File: src/rtl/hlw_pkg.sv
// shared types, constants and rounding helper for the hex line walker
package hlw_pkg;

  localparam int COORD_BITS  = 11;
  localparam int MAX_STEPS   = 63;
  localparam int STEP_BITS   = $clog2(MAX_STEPS + 1);
  localparam int DELTA_BITS  = STEP_BITS + 1;
  localparam int RSUM_BITS   = STEP_BITS + 2;
  localparam int DIFF_BITS   = COORD_BITS + 1;
  localparam int KEY_BITS    = STEP_BITS + 4;
  localparam int QUEUE_DEPTH = 2;
  localparam int QPTR_BITS   = $clog2(QUEUE_DEPTH);
  localparam int QCNT_BITS   = $clog2(QUEUE_DEPTH + 1);

  // command classes decided by the front end
  typedef enum logic [1:0] {
    KIND_WALK   = 2'd0,
    KIND_SINGLE = 2'd1,
    KIND_FAR    = 2'd2
  } kind_t;

  // back end sequencer states
  typedef enum logic [1:0] {
    ST_IDLE = 2'b01,
    ST_RUN  = 2'b10
  } back_state_t;

  typedef logic [COORD_BITS-1:0] coord_t;
  typedef logic [DELTA_BITS-1:0] delta_t;
  typedef logic [STEP_BITS-1:0]  step_t;

  // one classified line request
  typedef struct packed {
    kind_t                         kind;
    logic                          pos;
    logic [2:0][COORD_BITS-1:0]    org;
    logic [2:0][DELTA_BITS-1:0]    dl;
    step_t                         span;
  } cmd_t;

  // rounding decision of one axis
  typedef struct packed {
    logic                 up;
    logic [KEY_BITS-1:0]  key;
  } axis_rnd_t;

  // round rem/span to nearest with the nudge sign s, and build a residue key
  // in which the residue magnitude dominates and the nudge term breaks ties
  function automatic axis_rnd_t axis_round(input step_t rem, input step_t span,
                                           input logic s_pos, input logic s_big);
    axis_rnd_t          res;
    logic [STEP_BITS:0] twice;
    logic               up;
    logic               neg;
    step_t              mag;
    logic [3:0]         coef_off;
    twice = {rem, 1'b0};
    up    = (twice > {1'b0, span}) || ((twice == {1'b0, span}) && s_pos);
    mag   = up ? step_t'(span - rem) : rem;
    // rounded up: coef is -s; rounded down with residue: +s; exact: |s|
    neg   = up ? s_pos : ((rem != '0) ? !s_pos : 1'b0);
    if (neg) begin
      coef_off = s_big ? 4'd6 : 4'd7;
    end else begin
      coef_off = s_big ? 4'd10 : 4'd9;
    end
    res.up  = up;
    res.key = {mag, coef_off};
    return res;
  endfunction

endpackage

File: src/rtl/hex_line_walker_core.sv
// top level of the cube coordinate hex line walker
//
// Input channel (in_valid/in_ready): one request per transfer, a start hex,
// an end hex in cube coordinates and a nudge direction for ties.
// Output channel (out_valid/out_ready): the hexes of the line, start first,
// one per transfer, with last set on the final one. A request whose
// distance exceeds the step limit gives one result with too_far and last
// set and zero coordinates; a zero distance request gives the start hex once.
// The front end registers and classifies a request and hands it through a
// two entry queue to the back end, so new requests are taken while a line
// is still being walked. A walked line passes the front register, the queue,
// the back end's line registers and then the result register; a single or
// too-far result goes from the queue straight into the result register. The
// back end loads a line of distance D and then steps out its D+1 hexes (up
// to 64); it takes the next request from the queue only after the last hex
// of a line. When the receiver stalls the result register holds, the back
// end waits, and the queue and front end fill before in_ready drops.
// Synchronous reset empties the queue and the result register.
module hex_line_walker_core import hlw_pkg::*; (
  input  logic   clk,
  input  logic   rst,
  input  logic   in_valid,
  output logic   in_ready,
  input  coord_t start_x,
  input  coord_t start_y,
  input  coord_t start_z,
  input  coord_t end_x,
  input  coord_t end_y,
  input  coord_t end_z,
  input  logic   nudge_positive,
  output logic   out_valid,
  input  logic   out_ready,
  output coord_t hex_x,
  output coord_t hex_y,
  output coord_t hex_z,
  output logic   last,
  output logic   too_far
);

  logic f_valid;
  logic f_ready;
  cmd_t f_cmd;
  logic q_valid;
  logic q_pop;
  cmd_t q_cmd;

  // request register and classifier
  hlw_front u_front (
    .clk            (clk),
    .rst            (rst),
    .in_valid       (in_valid),
    .in_ready       (in_ready),
    .start_x        (start_x),
    .start_y        (start_y),
    .start_z        (start_z),
    .end_x          (end_x),
    .end_y          (end_y),
    .end_z          (end_z),
    .nudge_positive (nudge_positive),
    .cmd_valid      (f_valid),
    .cmd            (f_cmd),
    .cmd_ready      (f_ready)
  );

  // decoupling queue
  hlw_queue u_queue (
    .clk        (clk),
    .rst        (rst),
    .push_valid (f_valid),
    .push_ready (f_ready),
    .push_cmd   (f_cmd),
    .pop_valid  (q_valid),
    .pop        (q_pop),
    .pop_cmd    (q_cmd)
  );

  // line stepper and result register
  hlw_back u_back (
    .clk       (clk),
    .rst       (rst),
    .cmd_valid (q_valid),
    .cmd_pop   (q_pop),
    .cmd_in    (q_cmd),
    .out_valid (out_valid),
    .out_ready (out_ready),
    .hex_x     (hex_x),
    .hex_y     (hex_y),
    .hex_z     (hex_z),
    .last      (last),
    .too_far   (too_far)
  );

  // a too-far result is always the only, final result of its request
  a_far_last: assert property (@(posedge clk) disable iff (rst)
    (out_valid && too_far) |-> (last && (hex_x == '0) && (hex_y == '0) && (hex_z == '0)))
    else $error("too_far result not final or not zero");

  // every hex before the end of a walked line lies on the zero-sum plane
  a_plane: assert property (@(posedge clk) disable iff (rst)
    (out_valid && !last) |-> ((hex_x + hex_y + hex_z) == coord_t'(0)))
    else $error("line hex off the cube plane");

  // reset empties the result register
  a_reset: assert property (@(posedge clk) rst |=> !out_valid)
    else $error("result valid after reset");

endmodule

File: src/rtl/hlw_front.sv
// front end: input register, axis deltas, distance and request class
module hlw_front import hlw_pkg::*; (
  input  logic   clk,
  input  logic   rst,
  input  logic   in_valid,
  output logic   in_ready,
  input  coord_t start_x,
  input  coord_t start_y,
  input  coord_t start_z,
  input  coord_t end_x,
  input  coord_t end_y,
  input  coord_t end_z,
  input  logic   nudge_positive,
  output logic   cmd_valid,
  output cmd_t   cmd,
  input  logic   cmd_ready
);

  logic [2:0][COORD_BITS-1:0] org;
  logic [2:0][COORD_BITS-1:0] dst;
  logic signed [DIFF_BITS-1:0] diff [3];
  logic [DIFF_BITS-1:0]        mag  [3];
  logic [DIFF_BITS-1:0]        dist_w;
  cmd_t                        cmd_next;

  assign org = {start_z, start_y, start_x};
  assign dst = {end_z, end_y, end_x};

  // per axis difference and magnitude
  always_comb begin
    for (int k = 0; k < 3; k++) begin
      diff[k] = $signed({dst[k][COORD_BITS-1], dst[k]})
              - $signed({org[k][COORD_BITS-1], org[k]});
      mag[k]  = diff[k][DIFF_BITS-1] ? DIFF_BITS'(-diff[k]) : DIFF_BITS'(diff[k]);
    end
  end

  // distance is the largest axis magnitude
  always_comb begin
    dist_w = mag[0];
    if (mag[1] > dist_w) begin
      dist_w = mag[1];
    end
    if (mag[2] > dist_w) begin
      dist_w = mag[2];
    end
  end

  // classify the request
  always_comb begin
    cmd_next.pos  = nudge_positive;
    cmd_next.org  = org;
    cmd_next.span = dist_w[STEP_BITS-1:0];
    for (int k = 0; k < 3; k++) begin
      cmd_next.dl[k] = diff[k][DELTA_BITS-1:0];
    end
    if (dist_w > DIFF_BITS'(MAX_STEPS)) begin
      cmd_next.kind = KIND_FAR;
    end else if (dist_w == '0) begin
      cmd_next.kind = KIND_SINGLE;
    end else begin
      cmd_next.kind = KIND_WALK;
    end
  end

  assign in_ready = !cmd_valid || cmd_ready;

  // stage valid
  always_ff @(posedge clk) begin
    if (rst) begin
      cmd_valid <= 1'b0;
    end else if (in_valid && in_ready) begin
      cmd_valid <= 1'b1;
    end else if (cmd_ready) begin
      cmd_valid <= 1'b0;
    end
  end

  // stage payload
  always_ff @(posedge clk) begin
    if (in_valid && in_ready) begin
      cmd <= cmd_next;
    end
  end

endmodule

File: src/rtl/hlw_queue.sv
// short command queue between front and back end
module hlw_queue import hlw_pkg::*; (
  input  logic clk,
  input  logic rst,
  input  logic push_valid,
  output logic push_ready,
  input  cmd_t push_cmd,
  output logic pop_valid,
  input  logic pop,
  output cmd_t pop_cmd
);

  cmd_t                 slot [QUEUE_DEPTH];
  logic [QPTR_BITS-1:0] wr_ptr;
  logic [QPTR_BITS-1:0] rd_ptr;
  logic [QCNT_BITS-1:0] count;
  logic                 do_push;
  logic                 do_pop;

  assign push_ready = (count != QCNT_BITS'(QUEUE_DEPTH));
  assign pop_valid  = (count != '0);
  assign pop_cmd    = slot[rd_ptr];
  assign do_push    = push_valid && push_ready;
  assign do_pop     = pop && pop_valid;

  // pointers and fill count
  always_ff @(posedge clk) begin
    if (rst) begin
      wr_ptr <= '0;
      rd_ptr <= '0;
      count  <= '0;
    end else begin
      if (do_push) begin
        wr_ptr <= wr_ptr + 1'b1;
      end
      if (do_pop) begin
        rd_ptr <= rd_ptr + 1'b1;
      end
      if (do_push && !do_pop) begin
        count <= count + 1'b1;
      end else if (do_pop && !do_push) begin
        count <= count - 1'b1;
      end
    end
  end

  // entry storage
  always_ff @(posedge clk) begin
    if (do_push) begin
      slot[wr_ptr] <= push_cmd;
    end
  end

endmodule

File: src/rtl/hlw_back.sv
// back end: steps along the line and drives the result register
module hlw_back import hlw_pkg::*; (
  input  logic   clk,
  input  logic   rst,
  input  logic   cmd_valid,
  output logic   cmd_pop,
  input  cmd_t   cmd_in,
  output logic   out_valid,
  input  logic   out_ready,
  output coord_t hex_x,
  output coord_t hex_y,
  output coord_t hex_z,
  output logic   last,
  output logic   too_far
);

  back_state_t                state;
  cmd_t                       cur;
  step_t                      step;
  logic [2:0][DELTA_BITS-1:0] quo;
  logic [2:0][STEP_BITS-1:0]  rem;

  logic                       adv;
  logic                       is_last;
  axis_rnd_t                  rnd [3];
  coord_t                     rc  [3];
  coord_t                     res [3];
  logic [2:0][DELTA_BITS-1:0] quo_next;
  logic [2:0][STEP_BITS-1:0]  rem_next;
  logic signed [RSUM_BITS-1:0] rsum [3];
  logic signed [RSUM_BITS-1:0] dsig;

  assign adv     = !out_valid || out_ready;
  assign cmd_pop = (state == ST_IDLE) && adv && cmd_valid;
  assign is_last = (step == cur.span);
  assign dsig    = $signed({2'b00, cur.span});

  // round each axis of the current point and sum with the origin
  always_comb begin
    for (int k = 0; k < 3; k++) begin
      rnd[k] = axis_round(rem[k], cur.span, (k < 2) ? cur.pos : !cur.pos, (k == 2));
      rc[k]  = cur.org[k]
             + {{(COORD_BITS-DELTA_BITS){quo[k][DELTA_BITS-1]}}, quo[k]}
             + COORD_BITS'(rnd[k].up);
    end
  end

  // recompute the axis with the largest residue from the other two
  always_comb begin
    res[0] = rc[0];
    res[1] = rc[1];
    res[2] = rc[2];
    priority if ((rnd[0].key > rnd[1].key) && (rnd[0].key > rnd[2].key)) begin
      res[0] = coord_t'('0) - rc[1] - rc[2];
    end else if (rnd[1].key > rnd[2].key) begin
      res[1] = coord_t'('0) - rc[0] - rc[2];
    end else begin
      res[2] = coord_t'('0) - rc[0] - rc[1];
    end
  end

  // advance the floor quotient and remainder by one delta
  always_comb begin
    for (int k = 0; k < 3; k++) begin
      rsum[k] = $signed({2'b00, rem[k]}) + $signed({cur.dl[k][DELTA_BITS-1], cur.dl[k]});
      if (rsum[k] >= dsig) begin
        rem_next[k] = STEP_BITS'(rsum[k] - dsig);
        quo_next[k] = quo[k] + 1'b1;
      end else if (rsum[k] < 0) begin
        rem_next[k] = STEP_BITS'(rsum[k] + dsig);
        quo_next[k] = quo[k] - 1'b1;
      end else begin
        rem_next[k] = rsum[k][STEP_BITS-1:0];
        quo_next[k] = quo[k];
      end
    end
  end

  // sequencer and result valid
  always_ff @(posedge clk) begin
    if (rst) begin
      state     <= ST_IDLE;
      out_valid <= 1'b0;
    end else begin
      unique case (state)
        ST_IDLE: begin
          if (cmd_pop) begin
            if (cmd_in.kind == KIND_WALK) begin
              state     <= ST_RUN;
              out_valid <= 1'b0;
            end else begin
              out_valid <= 1'b1;
            end
          end else if (adv) begin
            out_valid <= 1'b0;
          end
        end
        ST_RUN: begin
          if (adv) begin
            out_valid <= 1'b1;
            if (is_last) begin
              state <= ST_IDLE;
            end
          end
        end
        default: begin
          state     <= ST_IDLE;
          out_valid <= 1'b0;
        end
      endcase
    end
  end

  // line state and result payload
  always_ff @(posedge clk) begin
    if (cmd_pop) begin
      unique case (cmd_in.kind)
        KIND_FAR: begin
          hex_x   <= '0;
          hex_y   <= '0;
          hex_z   <= '0;
          last    <= 1'b1;
          too_far <= 1'b1;
        end
        KIND_SINGLE: begin
          hex_x   <= cmd_in.org[0];
          hex_y   <= cmd_in.org[1];
          hex_z   <= cmd_in.org[2];
          last    <= 1'b1;
          too_far <= 1'b0;
        end
        KIND_WALK: begin
          cur  <= cmd_in;
          step <= '0;
          quo  <= '0;
          rem  <= '0;
        end
        default: begin
          cur <= cmd_in;
        end
      endcase
    end else if ((state == ST_RUN) && adv) begin
      hex_x   <= res[0];
      hex_y   <= res[1];
      hex_z   <= res[2];
      last    <= is_last;
      too_far <= 1'b0;
      step    <= step + 1'b1;
      quo     <= quo_next;
      rem     <= rem_next;
    end
  end

endmodule

File: config.mk
export PLATFORM = sky130hd
export DESIGN_NAME = hex_line_walker_core
export DESIGN_NICKNAME = d
export VERILOG_FILES = /design/src/rtl/hlw_pkg.sv /design/src/rtl/hex_line_walker_core.sv /design/src/rtl/hlw_front.sv /design/src/rtl/hlw_queue.sv /design/src/rtl/hlw_back.sv
export SDC_FILE = /design/constraint.sdc
export NUM_CORES = 1
export LEC_CHECK = 0
export ABC_AREA = 1
export BUFFER_PORTS_ARGS = -buffer_cell sky130_fd_sc_hd__buf_4
export CAP_MARGIN = 20
export CORE_ASPECT_RATIO = 1.1
export CORE_MARGIN = 4
export CORE_UTILIZATION = 43
export CTS_CLUSTER_SIZE = 10
export DETAILED_ROUTE_END_ITERATION = 10
export PLACE_DENSITY_LB_ADDON = 0.08
export SLEW_MARGIN = 5
export SYNTH_ARGS = -nofsm -noshare
export SYNTH_HDL_FRONTEND = slang
export SYNTH_SLANG_ARGS = --single-unit
File: constraint.sdc
create_clock -name clk -period 8.4 [get_ports clk]
set_clock_uncertainty 0.15 [all_clocks]
set_input_delay 0.84 -clock clk [delete_from_list [all_inputs] [get_ports clk]]
set_output_delay 0.84 -clock clk [all_outputs]
set_load 0.01 [all_outputs]
After elaboration in Yosys (flattened, before gate mapping):

Memories as Yosys holds them, arrays and structs flattened. A register that Yosys moved wholly into a read port is not among the register bits.
Cells that the tools add are included.

* flip-flop bits (word level): 212
* memory bits (writable): 126
* input port bits: 71
* output and inout port bits: 37
* logic and storage cells: 229
* memories: 1

Memories
* u_queue.slot: depth 2, bits a word 63, rd ports 1, clocked after memory_dff 1, write ports 1, RTL line hlw_queue.sv:13 `cmd_t slot [QUEUE_DEPTH];`

* add/sub/neg operators: 40
* $lt $le $gt $ge: 15
* eq/ne operators: 17
* muxes and demuxes: 76
* bitwise logic cells: 1
* reductions and logical operators: 44

Operators with widths (count)
* 11-bit 2-to-1 mux: 9
* 6-bit 2-to-1 mux: 12
* 11-bit one-hot mux with 2 select lines: 3
* 21-bit 2-to-1 mux: 3
* 12-bit 2-to-1 mux: 5
* 18-bit 2-to-1 mux: 3
* 7-bit 2-to-1 mux: 6
* 12-bit negator: 3
* 11-bit by 11-bit subtractor with 12-bit output: 3
* 6-bit subtractor: 6
* 11-bit by 1-bit adder with 11-bit output: 3
* 11-bit adder: 3
* 11-bit subtractor: 3
* 10-bit greater-than comparator: 3
* 7-bit by 7-bit adder with 8-bit output: 3
* 8-bit by 7-bit >= comparator with 1-bit output: 3
* 12-bit greater-than comparator: 2
* 8-bit by 1-bit less-than comparator with 1-bit output (second input constant): 3
* 1-bit 2-to-1 mux: 22
* 22-bit 2-to-1 mux: 1
* 1-bit by 11-bit subtractor with 11-bit output (first input constant): 2
* 7-bit by 1-bit adder with 7-bit output (second input constant): 3
* 7-bit by 6-bit == test with 1-bit output: 3
* 7-bit by 6-bit greater-than comparator with 1-bit output: 3
* other kinds (31): 83

Logic depth before layout (Yosys ltp):

* depth after elaboration: 10
* depth in mapped cells: 41
* gate-level depth less buffers: 40

Modules after synthesis:

From an unflattened synthesis, not the netlist that was laid out.

* cell total of the unflattened synthesis: 2527
* area total of the unflattened synthesis: 23975.5 sq um

Modules (own cells, without submodules)
* hlw_back: instances 1, cells each 1615, area each 13489.2 sq um, sequential area each 4294.1 sq um
* hlw_front: instances 1, cells each 679, area each 5397.7 sq um, sequential area each 1911.8 sq um
* hlw_queue: instances 1, cells each 233, area each 5088.6 sq um, sequential area each 3883.7 sq um

Worst setup path after synthesis:

No wires, ideal clock.

* path type: register -> register
* start point: reg (tool-made name)
* end point: reg u_back.hex_x[0], enable pin
* arrival: 5.860 ns
* required time: 7.604 ns
* setup slack: 1.744 ns
* cell stages (with the launch flop): 8
* cells stage by stage: dfxtp_1 -> clkbuf_1 -> clkbuf_1 -> clkbuf_1 -> mux2i_1 -> ha_1 -> nor2_1 -> nor2_1

RTL lines
* end signal, assigned: RTL line hlw_back.sv:126 `hex_x <= cmd_in.org[0];`
* end signal, assigned: RTL line hlw_back.sv:143 `hex_x <= res[0];`
* end, declared: RTL line hlw_back.sv:10 `output coord_t hex_x,`

Worst setup path in the final report:

* start point: reg u_back.cur[1] (netlist bit)
* end point: reg u_back.hex_z[10], data pin

* word-level cells in the longest chain between the ends: 10
* elaborated cells on any way between the ends: 37

Ends and longest elaborated chain
* start, declared: RTL line hlw_back.sv:18 `cmd_t cur;`
* start signal, assigned: RTL line hlw_back.sv:133 `cur <= cmd_in;`
* start signal, assigned: RTL line hlw_back.sv:139 `cur <= cmd_in;`
* branches (longest 7 deep; another with 11-bit by 1-bit adder with 11-bit output)
* 22-bit 2-to-1 mux (*): RTL line hlw_back.sv:53 `priority if ((rnd[0].key > rnd[1].key) && (rnd[0].key > rnd[2].key)) begin`
* 11-bit 2-to-1 mux (*): RTL line hlw_back.sv:142 `end else if ((state == ST_RUN) && adv) begin`
* 11-bit 2-to-1 mux (*): RTL line hlw_back.sv:116 `if (cmd_pop) begin`
* end signal, assigned: RTL line hlw_back.sv:128 `hex_z <= cmd_in.org[2];`
* end signal, assigned: RTL line hlw_back.sv:145 `hex_z <= res[2];`
* end, declared: RTL line hlw_back.sv:12 `output coord_t hex_z,`

Every way passes the cells marked *. The select of a mux whose other input is x is not followed.
A chain may end at the register's enable or synchronous reset.

==> impl_metrics.sql <==
INSERT INTO impl_metrics (metric_group, metric, value, unit) VALUES
('clock_tree', 'sinks_on_clock_net', '339', ''),
('detailed_routing', 'wl_per_cell', '17.4', 'um'),
('outcome', 'outcome', 'complete, no violations', ''),
('worst_hold_path', 'hold_end', 'u_queue.slot[1][53]', ''),
('sta', 'setup_viol_count_final', '0', ''),
('detailed_routing', 'route.met2.wl', '27400', 'um'),
('sta', 'hold_viol', '0', ''),
('clock_tree', 'clkTransAtPathRegs', '0.06', 'ns'),
('detailed_routing', 'post_drt_via_cell_ratio', '5.07', ''),
('detailed_routing', 'antenna_violating_nets_post_route', '0', ''),
('synthesis', 'fraction_of_the_mapped_netlist_area_in_compound_gates', '10.6', '%'),
('grt', 'antenna_violations_before_repair', '0', ''),
('worst_setup_path', 'crit_arrival', '6.87', 'ns'),
('placement', 'dp_hpwl', '44100', 'um'),
('worst_setup_path', 'r2r-start', 'u_back.cur[1]', ''),
('synthesis', 'seq_cells_post_synth', '339', ''),
('worst_setup_path', 'maximum_cell_stage_delay_along_the_critical_path', '0.72', 'ns'),
('synthesis', 'synth_ff_type', 'sky130_fd_sc_hd__edfxtp_1', ''),
('synthesis', 'synth_edf_count', '330', ''),
('synthesis', 'synth.yosys.seq_area_share', '44.1', '%'),
('synthesis', 'synth_simple_gate_area_share', '13.8', '%'),
('finish', 'most-common-layout-cells', 'sky130_fd_sc_hd__inv_1 (432), sky130_fd_sc_hd__nand2_1 (372), sky130_fd_sc_hd__edfxtp_1 (330)', ''),
('grt', 'first_global_vias', '16500', ''),
('synthesis', 'synth.yosys.warnings', '0', ''),
('finish', 'antenna_cells', '0', ''),
('die', 'design.core.area', '52500', 'um2'),
('worst_setup_path', 'worstPathMaxFanout', '12', ''),
('clock_tree', 'cts.htree.levels', '2', ''),
('detailed_routing', 'drc', '0', ''),
('job', 'drv.max_cap_violation_count', '0', ''),
('worst_setup_path', 'worstPathRequired', '8.56', 'ns'),
('die', 'design.die.area', '57000', 'um2'),
('synthesis', 'mappedNetlistArea', '22900', 'um2'),
('detailed_routing', 'topRoutingLayerUsed', 'met4', ''),
('sta', 'fin_crit_sh', '79.9', '%'),
('sta', 'slew_headroom', '32.9', '%'),
('grt', 'grt_start_max_net_pins', '85', ''),
('synthesis', 'synth_top_family_by_area', 'adder cells', ''),
('clock_tree', 'max_clock_buf_depth', '3', ''),
('worst_setup_path', 'crit_type', 'reg -> reg', ''),
('worst_hold_path', 'min_path_type', 'reg -> reg', ''),
('clock_tree', 'postCtsSetupBuffers', '0', ''),
('finish', 'finalCoreUtilization', '49.0', '%'),
('synthesis', 'fraction_of_synthesized_area_in_multiplexers', '1.42', '%'),
('finish', 'multiInputGateArea', '11000', 'um2'),
('clock_tree', 'postCtsHoldBufs', '0', ''),
('die', 'num_ports', '108', ''),
('sta', 'totalNegativeSetupSlack', '0', 'ns'),
('clock_tree', 'cts_made_buffers', '42', ''),
('synthesis', 'synth.avg_cell_area', '9.33', 'um2'),
('die', 'initial_cell_density_of_the_core', '43.6', '%'),
('die', 'floorplan.die.height', '250', 'um'),
('synthesis', 'synthesized_area_fraction_occupied_by_adder_cells', '16.2', '%'),
('worst_setup_path', 'crit_path_end_kind', 'flop', ''),
('detailed_routing', 'routed-wl-met3', '2000', 'um'),
('synthesis', 'instance_count_of_the_mapped_netlist', '2454', ''),
('grt', 'grt_first_pass_wirelength', '89700', 'um'),
('sta', 'final_critical_path_setup_slack', '1.69', 'ns'),
('worst_setup_path', 'rr_endpoint', 'u_back.hex_z[10]', ''),
('sta', 'slew_viol_final', '0', ''),
('worst_setup_path', 'critPathLaunchType', 'flop', ''),
('die', 'placementRows', '88', ''),
('worst_setup_path', 'critical-path-top-delay-family', 'adder cells', ''),
('worst_setup_path', 'reg2reg_depth', '28', ''),
('finish', 'layout_commonest_cell', 'sky130_fd_sc_hd__inv_1', ''),
('sta', 'fmax', '149', 'MHz'),
('finish', 'fillCellCount', '4887', ''),
('clock_tree', 'cts_tree', 'built', ''),
('detailed_routing', 'dr.pass1.iters', '5', ''),
('sta', 'worst-slew-pin-transition', '0.997', 'ns'),
('grt', 'grt-ovfl-total', '0', '');
## synth_stat cells, types with 16 or more instances
master / count / area (um2)
sky130_fd_sc_hd__inv_1: 433 / 1630
sky130_fd_sc_hd__nand2_1: 373 / 1400
sky130_fd_sc_hd__edfxtp_1: 330 / 9910
sky130_fd_sc_hd__ha_1: 253 / 3170
sky130_fd_sc_hd__a21oi_1: 176 / 881
sky130_fd_sc_hd__o21ai_0: 172 / 861
sky130_fd_sc_hd__nor2_1: 167 / 627
sky130_fd_sc_hd__xor2_1: 110 / 963
sky130_fd_sc_hd__nand3_1: 92 / 460
sky130_fd_sc_hd__xnor2_1: 47 / 412
sky130_fd_sc_hd__clkbuf_1: 31 / 116
sky130_fd_sc_hd__mux2_2: 28 / 315
sky130_fd_sc_hd__fa_1: 27 / 541
sky130_fd_sc_hd__nor3_1: 18 / 90.1
sky130_fd_sc_hd__nand4_1: 17 / 106
sky130_fd_sc_hd__a211oi_1: 16 / 120
## cells by family (layout without fill, tap and decap cells)
kind of cell | Yosys count | after routing
AND/OR/NAND/NOR | 733 | 733
buffers and inverters | 478 | 623
AO/OA/AOI/OAI | 438 | 438
flip-flops | 339 | 339
adder cells (fa/ha/maj) | 280 | 280
XOR/XNOR | 157 | 157
multiplexers | 29 | 29
## worst max-delay path by stage
stage               cells past startpoint     startpoint  slack [ns]                to
floorplan                               7           flop        1.74   u_back.hex_x[0]
global placement                       28  u_back.cur[1]        1.78  u_back.hex_z[10]
detailed placement                     28  u_back.cur[1]        1.67  u_back.hex_z[10]
CTS                                    28  u_back.cur[1]        1.65  u_back.hex_z[10]
global route                           28  u_back.cur[1]        1.03  u_back.hex_z[10]
finish                                 28  u_back.cur[1]        1.69  u_back.hex_z[10]
## layout make-up
type                       count  share of cell area, %
sequential                   339                   39.2
timing repair buffer         120                   3.50
tap                          675                   3.28
clock inverter                10                  0.462
clock buffer                  55                   4.31
inverter                     438                   6.39
multi-input combinational   1637                   42.8
## flip-flops by register name (all words and copies together) (netlist names), 2 cells and up, named ones only
name / flops
u_queue.count: 2
u_back.hex_y: 11
u_back.rem: 18
u_back.hex_x: 11
u_back.hex_z: 11
u_back.step: 6
u_back.state: 2
u_back.quo: 21
u_front.cmd: 63
u_back.cur: 61
u_queue.slot: 126
## routing by layer
metal	GRT usage, %	vias up
li1	-	8495
met1	26.4	7745
met2	34.2	282
met3	2.60	73
met4	4.99	0
met5	0	-
## worst reg2reg max path: cells and delay by family, from the launching register on
kind / cells / cell delay (ns)
adder cells (fa/ha/maj): 4 / 1.68
AO/OA/AOI/OAI: 10 / 1.60
AND/OR/NAND/NOR: 9 / 1.16
flip-flops: 1 / 0.72
buffers and inverters: 3 / 0.62
XOR/XNOR: 2 / 0.52
## through the flow
stage / std cells / hold WS [ns] / instance area [um2]
floorplan: 2454 / 0.271 / 22900
global placement: 3208 / 0.273 / 24500
detailed placement: 3208 / 0.280 / 24500
CTS: 3273 / 0.269 / 25700
global route: 3274 / 0.274 / 25700
finish: 3274 / 0.288 / 25700
Power is not shown: default switching activity piles up to over one toggle a cycle in this logic, so the estimate is an artifact.
